## src/three_axis_moving_average_unit_assert.svh

```systemverilog
// Assertion macros for the three-axis moving average unit.
// Included by the top level; no other dependencies.
`ifndef THREE_AXIS_MOVING_AVERAGE_UNIT_ASSERT_SVH
`define THREE_AXIS_MOVING_AVERAGE_UNIT_ASSERT_SVH
`ifndef NO_ASSERTIONS
`define TAMA_ASSERT(label, clk_sig, rst_sig, prop) \
    label: assert property (@(posedge clk_sig) disable iff (!rst_sig) prop) \
        else $error("tama: property failed");
`define TAMA_NEVER(label, clk_sig, rst_sig, cond) \
    label: assert property (@(posedge clk_sig) disable iff (!rst_sig) !(cond)) \
        else $error("tama: forbidden condition seen");
`else
`define TAMA_ASSERT(label, clk_sig, rst_sig, prop)
`define TAMA_NEVER(label, clk_sig, rst_sig, cond)
`endif
`endif

```

## src/tama_div.sv

```systemverilog
// Radix-2 restoring divider: signed dividend by unsigned nonzero divisor,
// quotient truncated toward zero, one quotient bit per cycle. No dependencies.
`default_nettype none

module tama_div #(
    parameter int NUM_BITS = 26,
    parameter int DEN_BITS = 11,
    parameter int Q_BITS   = 16
) (
    input  logic                       clk,
    input  logic                       rst_n,
    input  logic                       start,
    input  logic signed [NUM_BITS-1:0] dividend,
    input  logic        [DEN_BITS-1:0] divisor,
    output logic                       busy,
    output logic signed [Q_BITS-1:0]   quotient
);

    localparam int CNT_BITS = $clog2(NUM_BITS + 1);

    logic [CNT_BITS-1:0] cnt_reg, cnt_next;
    logic [DEN_BITS-1:0] den_reg, den_next;
    logic [DEN_BITS-1:0] rem_reg, rem_next;
    logic [NUM_BITS-1:0] quo_reg, quo_next;
    logic                neg_reg, neg_next;

    logic [DEN_BITS:0]   shifted;
    logic [DEN_BITS:0]   diff;
    logic [Q_BITS-1:0]   mag;

    assign shifted = {rem_reg, quo_reg[NUM_BITS-1]};
    assign diff    = shifted - {1'b0, den_reg};

    always_comb
    begin
        cnt_next = cnt_reg;
        den_next = den_reg;
        rem_next = rem_reg;
        quo_next = quo_reg;
        neg_next = neg_reg;
        if (start)
        begin
            den_next = divisor;
            rem_next = '0;
            neg_next = dividend[NUM_BITS-1];
            quo_next = dividend[NUM_BITS-1] ? (~dividend + 1'b1) : dividend;
            cnt_next = CNT_BITS'(NUM_BITS);
        end
        else if (cnt_reg != '0)
        begin
            if (shifted >= {1'b0, den_reg})
            begin
                rem_next = diff[DEN_BITS-1:0];
                quo_next = {quo_reg[NUM_BITS-2:0], 1'b1};
            end
            else
            begin
                rem_next = shifted[DEN_BITS-1:0];
                quo_next = {quo_reg[NUM_BITS-2:0], 1'b0};
            end
            cnt_next = cnt_reg - 1'b1;
        end
    end

    always_ff @(posedge clk or negedge rst_n)
    begin
        if (!rst_n)
        begin
            cnt_reg <= '0;
        end
        else
        begin
            cnt_reg <= cnt_next;
        end
    end

    always_ff @(posedge clk)
    begin
        den_reg <= den_next;
        rem_reg <= rem_next;
        quo_reg <= quo_next;
        neg_reg <= neg_next;
    end

    // result magnitude always fits Q_BITS; negate only the low bits
    assign mag      = quo_reg[Q_BITS-1:0];
    assign quotient = neg_reg ? $signed(-mag) : $signed(mag);
    assign busy     = (cnt_reg != '0);

endmodule

`default_nettype wire

```

## config.mk

```make
export PLATFORM = sky130hd
export DESIGN_NAME = tama_div
export DESIGN_NICKNAME = d
export VERILOG_FILES = /design/src/three_axis_moving_average_unit_assert.svh /design/src/tama_div.sv
export SDC_FILE = /design/constraint.sdc
export NUM_CORES = 1
export LEC_CHECK = 0
export ABC_AREA = 0
export BUFFER_PORTS_ARGS = -buffer_cell sky130_fd_sc_hd__clkbuf_2
export CAP_MARGIN = 10
export CORE_UTILIZATION = 26
export CTS_BUF_LIST = sky130_fd_sc_hd__clkbuf_8
export DETAILED_ROUTE_END_ITERATION = 7
export PLACE_DENSITY = 0.47
export REMOVE_ABC_BUFFERS = 1
export SLEW_MARGIN = 30
export SYNTH_ARGS = -nofsm -noshare
export SYNTH_HDL_FRONTEND = slang
export SYNTH_SLANG_ARGS = --single-unit
```

## constraint.sdc

```tcl
create_clock -name clk -period 2.5 [get_ports clk]
set_clock_uncertainty 0.05 [all_clocks]
set_input_delay 0.625 -clock clk [delete_from_list [all_inputs] [get_ports clk]]
set_output_delay 0.625 -clock clk [all_outputs]
set_load 0.01 [all_outputs]
```

==> flow_summary.json, run 1 <==
{
  "avgRoutedWirePerCell_um": 13.4,
  "post_synth_inst_count": 375,
  "finalCriticalPeriod_ns": 2.66,
  "via_count_of_the_first_global_routing_pass": 3065,
  "timing.final.setup_violations": 15,
  "worst_ep_required_time_ns": 2.52,
  "path_common_cell": "or4_4",
  "cts.path.max_buffers": 2,
  "rows": 42,
  "design.portCount": 57,
  "ff2ff_path_depth": 11,
  "layout.nets": 546,
  "ys_async_sr_fraction_pct": 9.26,
  "ys_seq_elements": 54,
  "globalplace.congestion": 0.796,
  "cts_root_buf": "clkbuf_8",
  "finalHoldViolations": 0,
  "start_util_pct": 26.7,
  "cts_max_level": 2,
  "dpl-instance-area_mm2": 0.00435,
  "worstReg2RegEnd": "rem_reg[8]",
  "route.vias.total": 3128,
  "postLayoutCoreUtil_pct": 36.5,
  "power.density_mw_per_mm2": 462,
  "failing_checks": "negative setup slack",
  "timing.final.crit_share_pct": 106,
  "grt_antenna_before_repair": 0,
  "groute.usage.overall_pct": 13.1,
  "regToRegSetupSlack_ns": 0.19,
  "fmax_ghz": 0.376,
  "cp-end-kind": "flip-flop",
  "fin_ws_ns": -0.157,
  "sequential_fraction_of_the_synthesis_area_pct": 42.1,
  "tritoncts_clock_tree": "done",
  "ir_drop_mv": 0.208,
  "place.detailed.hpwl_um": 6500,
  "netlist_top_cells_area": "edfxtp_1 32%, dfxtp_1 6.2%, xor2_1 5.9%",
  "synth.top_cell.area_share_pct": 32.3,
  "crit_path_start_kind": "primary input",
  "path_class": "in2reg",
  "drtAntennaViolNets": 0,
  "core_mm2": 0.0132,
  "cp_max_fo": 5,
  "final_cell_area_mm2": 0.00483,
  "hold_buffers": 0,
  "synth_flop_cell": "edfxtp_1",
  "max_slew_margin_pct": 48.6,
  "route.final.wire_length_um": 8940,
  "synthDistinctLibCells": 52,
  "slowest_cp_cell": "or4_4",
  "clkSlewWorstSetupHoldPaths_ns": 0.10,
  "timing_worst_slew_pin_value_ns": 0.771,
  "critPathMaxStageDelay_ns": 0.54,
  "worst_path_dominant_cell_family": "simple AND/OR/NAND/NOR gates",
  "cts.sinks": 54,
  "detailedRoute.firstPassIterationCount": 4,
  "first_pass_grt_wire_length_um": 14800,
  "clock_latency_ns": 0.32,
  "synthesis.area_per_instance_um2": 9.43,
  "syn_to_final_growth_pct": 36.7,
  "largest_reg_flops": 26,
  "die_area_mm2": 0.0141,
  "netlist_area_mm2": 0.00353,
  "yosys_warnings": 0,
  "floorplan.die.height_um": 119,
  "yosysTopAreaCell": "edfxtp_1",
  "port-buffer-count": 56,
  "critical_path.cell_chain": "buf_6, or4_4, or4_4, or4_4, o31ai_4, xor2_1, a21oi_1",
  "worstPathArrival_ns": 2.68,
  "reg_to_reg_startpoint": "quo_reg[25]",
  "grt_setup_unrepaired": "true",
  "grt_overflow_total": 0,
  "p_leak_uw": 0.00201,
  "critPathLaunch": "dividend[4]",
  "final_layout_size_suffix_gt1_share_pct": 34.8,
  "timing.critical_path.buf_inv": 1,
  "worst_hold_path_type": "in2async",
  "run_status": "finished with violations",
  "max_cap_violations": 0,
  "final-max-slew-violation-count": 0,
  "detail_route.iter0.violations": 140,
  "maximum_number_of_pins_on_one_net_before_global_route_repair": 77,
  "cts-buffers-inserted": 5,
  "die_w_um": 119,
  "diodes": 0,
  "synth_enable_flop_cells": 38,
  "via_per_inst": 4.69,
  "post-route-drc-count": 0,
  "pre_cts_ws_ns": -0.508
}
through the flow:
step	hold WS, ns	TNS, ns	total power [uW]	std cells
floorplan	0.279	-46.18	1400	360
global placement	0.402	-5.13	1650	640
detailed placement	0.399	-5.47	1660	640
CTS	0.0467	-1.35	2210	656
global route	0.0392	-2.41	2360	667
finish	0.0540	-1.02	2230	667
synth_stat cells, types with 2 or more instances:
master,number
nand3_1,6
nor2b_1,5
inv_1,22
dfxtp_1,11
xor2_1,24
or4_1,4
nand2_1,28
nand4_1,2
nand3b_1,2
nor3_1,8
a211oi_1,5
nor2_1,41
buf_1,4
a21oi_1,31
edfxtp_1,38
xnor2_1,20
o41ai_2,2
and3_1,2
o21a_1,5
a311oi_1,4
clkbuf_1,10
or4_4,4
o31ai_4,2
or3_1,5
nand2b_1,8
nand4b_1,2
mux2i_1,2
dfrtp_1,5
ha_1,15
nor4_1,3
o31ai_1,14
o21ai_0,21
worst max path at each step:
stage / cells past startpoint / endpoint
after detailed placement: 7 / quo_reg[21]
after floorplan: 6 / quo_reg[0]
after global routing: 7 / quotient[8]
after CTS: 6 / quotient[13]
final: 7 / quo_reg[19]
after global placement: 7 / quo_reg[21]
cells in the final DEF (no fill, tap or decap), drive strengths merged, types with 2 or more instances in the layout:
cell	count
buf	74
clkbuf	54
nor2	41
edfxtp	38
a21oi	31
nand2	28
xor2	24
inv	23
o21ai	22
xnor2	20
o31ai	17
ha	15
dfxtp	11
nand2b	8
or4	8
nor3	8
nand3	6
or3	5
o21a	5
dfrtp	5
a211oi	5
nor2b	5
a311oi	4
o41ai	3
nor4	3
clkinv	3
or2	2
mux2i	2
nand4	2
nand4b	2
nand3b	2
and3	2
kinds of logic after synthesis:
| family | Yosys count | synth area share (%) |
|---|---|---|
| fa+ha+maj | 16 | 5.88 |
| mux | 2 | 0.566 |
| simple gates | 123 | 17.4 |
| flops | 54 | 42.1 |
| buf+inv | 38 | 4.14 |
| compound gates | 98 | 19.1 |
| xor+xnor | 44 | 10.9 |
power breakdown:
group          internal [uW]  switching (uW)  total [uW]  leakage [uW]
registers               1050            51.4        1100      0.000529
logic                    307             322         629       0.00143
clock network            194             312         506     0.0000432
total                   1550             685        2230       0.00201
routing by layer:
layer	GRT usage, %	wire length (um)	vias to the layer above
met3	3.33	471	9
met2	21.5	4080	71
met5	0	0	-
met1	17.3	4310	1456
met4	3.16	82	0
li1	-	-	1592
layout make-up:
cell class,instances,area (um2)
clock buffer,5,68.8
clock inverter,3,16.3
fill,1396,8410
inverter,23,86.3
multi-input combinational,283,2140
sequential,54,1490
tap,176,220
timing repair buffer,123,818
worst register-to-register path, stage by stage, from the launching register on:
cell and delay (ns):
edfxtp_1 0.41, inv_1 0.07, ha_1 0.17, fa_2 0.23, nor2b_2 0.05, o2111a_1 0.25
o21a_1 0.21, buf_4 0.14, buf_4 0.13, a311oi_1 0.26, o31ai_1 0.11, o21ai_0 0.16
what timing repair did:
item	4_1_cts	5_1_grt
resized for setup	27	28
pin swaps	14	21
hold endpoints to repair	0	0
setup endpoints to repair	17	37
setup buffers	8	11
(Power assumes the default switching activity.)
==> run 2: changes to the inputs <==
--- a/config.mk
+++ b/config.mk
@@ -11,8 +11,10 @@
 export CORE_UTILIZATION = 26
 export CTS_BUF_LIST = sky130_fd_sc_hd__clkbuf_8
 export DETAILED_ROUTE_END_ITERATION = 7
+export MAX_ROUTING_LAYER = met4
 export PLACE_DENSITY = 0.47
 export REMOVE_ABC_BUFFERS = 1
+export SETUP_SLACK_MARGIN = 0.05
 export SLEW_MARGIN = 30
 export SYNTH_ARGS = -nofsm -noshare
 export SYNTH_HDL_FRONTEND = slang
==> flow_summary.json, run 2 (synthesis results as in run 1) <==
{
  "timing.critical_path.buf_inv": 1,
  "placed_cells": 640,
  "clock_latency_ns": 0.32,
  "design.portCount": 57,
  "avgRoutedWirePerCell_um": 13.6,
  "port-buffer-count": 56,
  "critical_path.cell_chain": "buf_6, or4_4, or4_4, or4_4, o31ai_4, xor2_1, a21oi_1",
  "pre_cts_ws_ns": -0.508,
  "fmax_ghz": 0.373,
  "worst_hold_path_type": "in2async",
  "route.final.wire_length_um": 9110,
  "layout.nets": 548,
  "drtAntennaViolNets": 0,
  "groute.usage.overall_pct": 13.6,
  "start_util_pct": 26.7,
  "cts.path.max_buffers": 2,
  "cp-end-kind": "flip-flop",
  "via_count_of_the_first_global_routing_pass": 3084,
  "floorplan.die.height_um": 119,
  "finalCriticalPeriod_ns": 2.68,
  "path_common_cell": "or4_4",
  "via_per_inst": 4.72,
  "die_area_mm2": 0.0141,
  "layout.cells.most_common": "buf_4",
  "grt_overflow_total": 0,
  "tritoncts_clock_tree": "done",
  "fin_ws_ns": -0.184,
  "p_leak_uw": 0.00207,
  "route.vias.total": 3156,
  "detailedRoute.firstPassIterationCount": 4,
  "grt_antenna_before_repair": 0,
  "core_mm2": 0.0132,
  "timing_worst_slew_pin_value_ns": 0.832,
  "final-max-slew-violation-count": 0,
  "cts.sinks": 54,
  "final_cell_count_no_fill": 669,
  "regToRegSetupSlack_ns": 0.18,
  "finalHoldViolations": 0,
  "globalplace.congestion": 0.808,
  "clkSlewWorstSetupHoldPaths_ns": 0.10,
  "maximum_number_of_pins_on_one_net_before_global_route_repair": 77,
  "fin_hold_ws_ns": 0.0576,
  "layout_common_cells": "62 x buf_4, 47 x clkbuf_2, 41 x nor2_1, 38 x edfxtp_1, 31 x a21oi_1",
  "cp_max_fo": 5,
  "path_class": "in2reg",
  "timing.final.setup_violations": 17,
  "slowest_cp_cell": "or4_4",
  "max_cap_violations": 0,
  "hold_buffers": 0,
  "power.density_mw_per_mm2": 456,
  "cts_max_level": 2,
  "cts-buffers-inserted": 5,
  "final_layout_size_suffix_gt1_share_pct": 36.9,
  "worst_path_dominant_cell_family": "simple AND/OR/NAND/NOR gates",
  "first_pass_grt_wire_length_um": 14800,
  "max_slew_margin_pct": 44.6,
  "detail_route.iter0.violations": 129,
  "crit_path_start_kind": "primary input",
  "grt_setup_unrepaired": "true",
  "run_status": "finished with violations",
  "failing_checks": "negative setup slack",
  "worstPathArrival_ns": 2.70,
  "post-route-drc-count": 0,
  "place.detailed.hpwl_um": 6500,
  "cts_root_buf": "clkbuf_8",
  "die_w_um": 119,
  "rows": 42,
  "timing.final.crit_share_pct": 107,
  "filler_cell_count": 1390,
  "ir_drop_mv": 0.211,
  "worst_ep_required_time_ns": 2.52,
  "critPathMaxStageDelay_ns": 0.54,
  "syn_to_final_growth_pct": 40.1,
  "diodes": 0,
  "largest_reg_flops": 26
}
[run 2: cell count changes in the layout (fill, tap and decap cells not counted), moves of 3 or more]
cell and delta:
xnor2_2 +3, xnor2_1 -3, nand2_1 -5, nand2_2 +4
o31ai_4 +3, buf_6 +4
[run 2: layout make-up]
cell class                 instances  area [um2]  share of cell area (%)
clock inverter                     3        16.3                   0.328
inverter                          23         100                    2.02
multi-input combinational        283        2210                    44.7
tap                              176         220                    4.45
clock buffer                       5        68.8                    1.39
timing repair buffer             125         848                    17.1
sequential                        54        1490                    30.0
[run 2: worst paths after layout]
| check | startpoint | to | cells after the start |
|---|---|---|---|
| max | dividend[4] | quo_reg[19] | 7 |
| min | rst_n | cnt_reg[3] | 1 |
| max reg2reg | quo_reg[25] | rem_reg[8] | 11 |
| min reg2reg | rem_reg[8] | rem_reg[8] | 2 |
| max in group asynchronous | rst_n | cnt_reg[2] | 1 |
| min in group clk | divisor[5] | den_reg[5] | 1 |
[run 2: metal layers]
metal | track usage, % | wire, um
met5 | - | 0
met4 | 3.16 | 89
met3 | 3.19 | 455
met2 | 21.6 | 4180
met1 | 17.4 | 4390
[run 2: repair_timing]
| item | CTS | global route |
|---|---|---|
| gates resized for setup | 33 | 44 |
| pin swaps | 17 | 31 |
| setup endpoints to repair | 22 | 39 |
| buffers inserted | 8 | 14 |
[run 2: per-stage QoR]
| step | total power, uW | utilization, % | cell area (um2) | TNS, ns |
|---|---|---|---|---|
| floorplan | 1400 | - | 3470 | -46.18 |
| global placement | 1650 | 32.9 | 4350 | -5.13 |
| detailed placement | 1660 | 32.9 | 4350 | -5.47 |
| CTS | 2210 | 35.2 | 4660 | -1.37 |
| global route | 2390 | 37.4 | 4950 | -2.58 |
| finish | 2260 | 37.4 | 4950 | -1.30 |
[run 2: power breakdown]
group / switching (uW) / total [uW] / internal (uW)
clock network: 312 / 505 / 194
logic: 331 / 649 / 318
registers: 56.3 / 1100 / 1050
total: 699 / 2260 / 1560
==> run 3: changes to the inputs <==
--- a/config.mk
+++ b/config.mk
@@ -15,6 +15,7 @@
 export PLACE_DENSITY = 0.47
 export REMOVE_ABC_BUFFERS = 1
 export SETUP_SLACK_MARGIN = 0.05
+export SKIP_CTS_REPAIR_TIMING = 1
 export SLEW_MARGIN = 30
 export SYNTH_ARGS = -nofsm -noshare
 export SYNTH_HDL_FRONTEND = slang
==> flow_summary.json, run 3 (synthesis results as in run 1) <==
{
  "run_status": "finished with violations",
  "failing_checks": "negative setup slack",
  "place.detailed.hpwl_um": 6500,
  "layout.nets": 540,
  "regToRegSetupSlack_ns": 0.18,
  "fin_ws_ns": -0.158,
  "grt_antenna_before_repair": 0,
  "die_w_um": 119,
  "diodes": 0,
  "timing.final.setup_violations": 15,
  "port-buffer-count": 56,
  "drtAntennaViolNets": 0,
  "grt_setup_unrepaired": "true",
  "postLayoutCoreUtil_pct": 36.2,
  "final_cell_area_mm2": 0.00479,
  "largest_reg_flops": 26,
  "ff2ff_path_depth": 11,
  "grt_overflow_total": 0,
  "final-max-slew-violation-count": 0,
  "layout_common_cells": "58 x buf_4, 47 x clkbuf_2, 41 x nor2_1, 38 x edfxtp_1, 31 x a21oi_1",
  "regArea_mm2": 0.00149,
  "maximum_number_of_pins_on_one_net_before_global_route_repair": 77,
  "worst_path_dominant_cell_family": "simple AND/OR/NAND/NOR gates",
  "start_util_pct": 26.7,
  "slowest_cp_cell": "or4_4",
  "syn_to_final_growth_pct": 35.5,
  "clkSlewWorstSetupHoldPaths_ns": 0.10,
  "fmax_ghz": 0.376,
  "critPathLaunch": "dividend[4]",
  "area_of_combinational_cells_with_multiple_inputs_mm2": 0.00214,
  "route.vias.total": 3097,
  "groute.usage.overall_pct": 13.1,
  "route.final.wire_length_um": 8910,
  "core_mm2": 0.0132,
  "filler_cell_count": 1393,
  "worstPathArrival_ns": 2.67,
  "path_class": "in2reg",
  "max_cap_violations": 0,
  "finalCriticalPeriod_ns": 2.66,
  "via_per_inst": 4.69,
  "worst_ep_required_time_ns": 2.51,
  "dpl-instance-area_mm2": 0.00435,
  "p_leak_uw": 0.00198,
  "cts.sinks": 54,
  "ir_drop_mv": 0.212,
  "design.portCount": 57,
  "layout.cells.most_common": "buf_4",
  "detailedRoute.firstPassIterationCount": 5,
  "power.density_mw_per_mm2": 465,
  "cp_max_fo": 5,
  "post-route-drc-count": 0,
  "max_slew_margin_pct": 49.1,
  "cts.path.max_buffers": 2,
  "cp-end-kind": "flip-flop",
  "cts-buffers-inserted": 5,
  "cts_max_level": 2,
  "cts_root_buf": "clkbuf_8",
  "cp_num_cells": 7,
  "critPathMaxStageDelay_ns": 0.55,
  "via_count_of_the_first_global_routing_pass": 2989,
  "rows": 42,
  "first_pass_grt_wire_length_um": 14300,
  "clock_latency_ns": 0.31,
  "worst_hold_path_type": "in2async",
  "globalplace.congestion": 0.808,
  "critical_path.cell_chain": "buf_6, or4_4, or4_4, or4_4, o31ai_4, xor2_1, a21oi_1",
  "die_area_mm2": 0.0141,
  "detail_route.iter0.violations": 126,
  "timing.critical_path.buf_inv": 1,
  "finalHoldViolations": 0,
  "timing.final.crit_share_pct": 106,
  "tritoncts_clock_tree": "done",
  "crit_path_start_kind": "primary input",
  "worstReg2RegEnd": "rem_reg[8]",
  "avgRoutedWirePerCell_um": 13.5,
  "floorplan.die.height_um": 119,
  "final_layout_size_suffix_gt1_share_pct": 34.2,
  "reg_to_reg_startpoint": "quo_reg[25]",
  "path_common_cell": "or4_4",
  "critPathCapture": "quo_reg[21]",
  "timing_worst_slew_pin_value_ns": 0.764
}
==> run 3: worst min path at each step <==
stage	startpoint	to	slack, ns	depth (start not counted)
4_1_cts	rst_n	cnt_reg[3]	0.05	1
5_1_grt	rst_n	cnt_reg[4]	0.04	1
3_3_place_gp	rst_n	cnt_reg[4]	0.40	1
3_5_place_dp	rst_n	cnt_reg[3]	0.40	1
6_report	rst_n	cnt_reg[3]	0.06	1
2_1_floorplan	rst_n	cnt_reg[0]	0.28	0
==> run 3: metrics by stage <==
stage | setup slack [ns] | hold WS, ns | TNS [ns] | cells | power, uW
floorplan | -1.30 | 0.279 | -46.18 | 360 | 1400
global placement | -0.460 | 0.402 | -5.13 | 640 | 1650
detailed placement | -0.508 | 0.399 | -5.47 | 640 | 1660
CTS | -0.296 | 0.0467 | -2.14 | 648 | 2170
global route | -0.239 | 0.0393 | -2.67 | 661 | 2360
finish | -0.158 | 0.0556 | -1.33 | 661 | 2230
==> run 3: metal layers <==
metal	part of all wire, %	routed length [um]	global-route usage [%]
met1	48	4320	17.1
met2	45	4040	20.5
met3	4.8	431	3.09
met4	1.3	120	3.16
met5	0	0	-
==> run 3: report_power, final <==
part	total (uW)	switching, uW	leakage [uW]	internal, uW
clock network	505	312	0.0000432	194
logic	623	322	0.00141	300
registers	1100	52.8	0.000529	1050
total	2230	687	0.00198	1540
==> run 3: area by class of cell <==
| type | count | share of cell area (%) |
|---|---|---|
| Clock buffer | 5 | 1.44 |
| Clock inverter | 3 | 0.340 |
| Inverter | 23 | 1.80 |
| Multi-Input combinational cell | 283 | 44.6 |
| Sequential cell | 54 | 31.0 |
| Tap cell | 176 | 4.60 |
| Timing Repair Buffer | 117 | 16.1 |
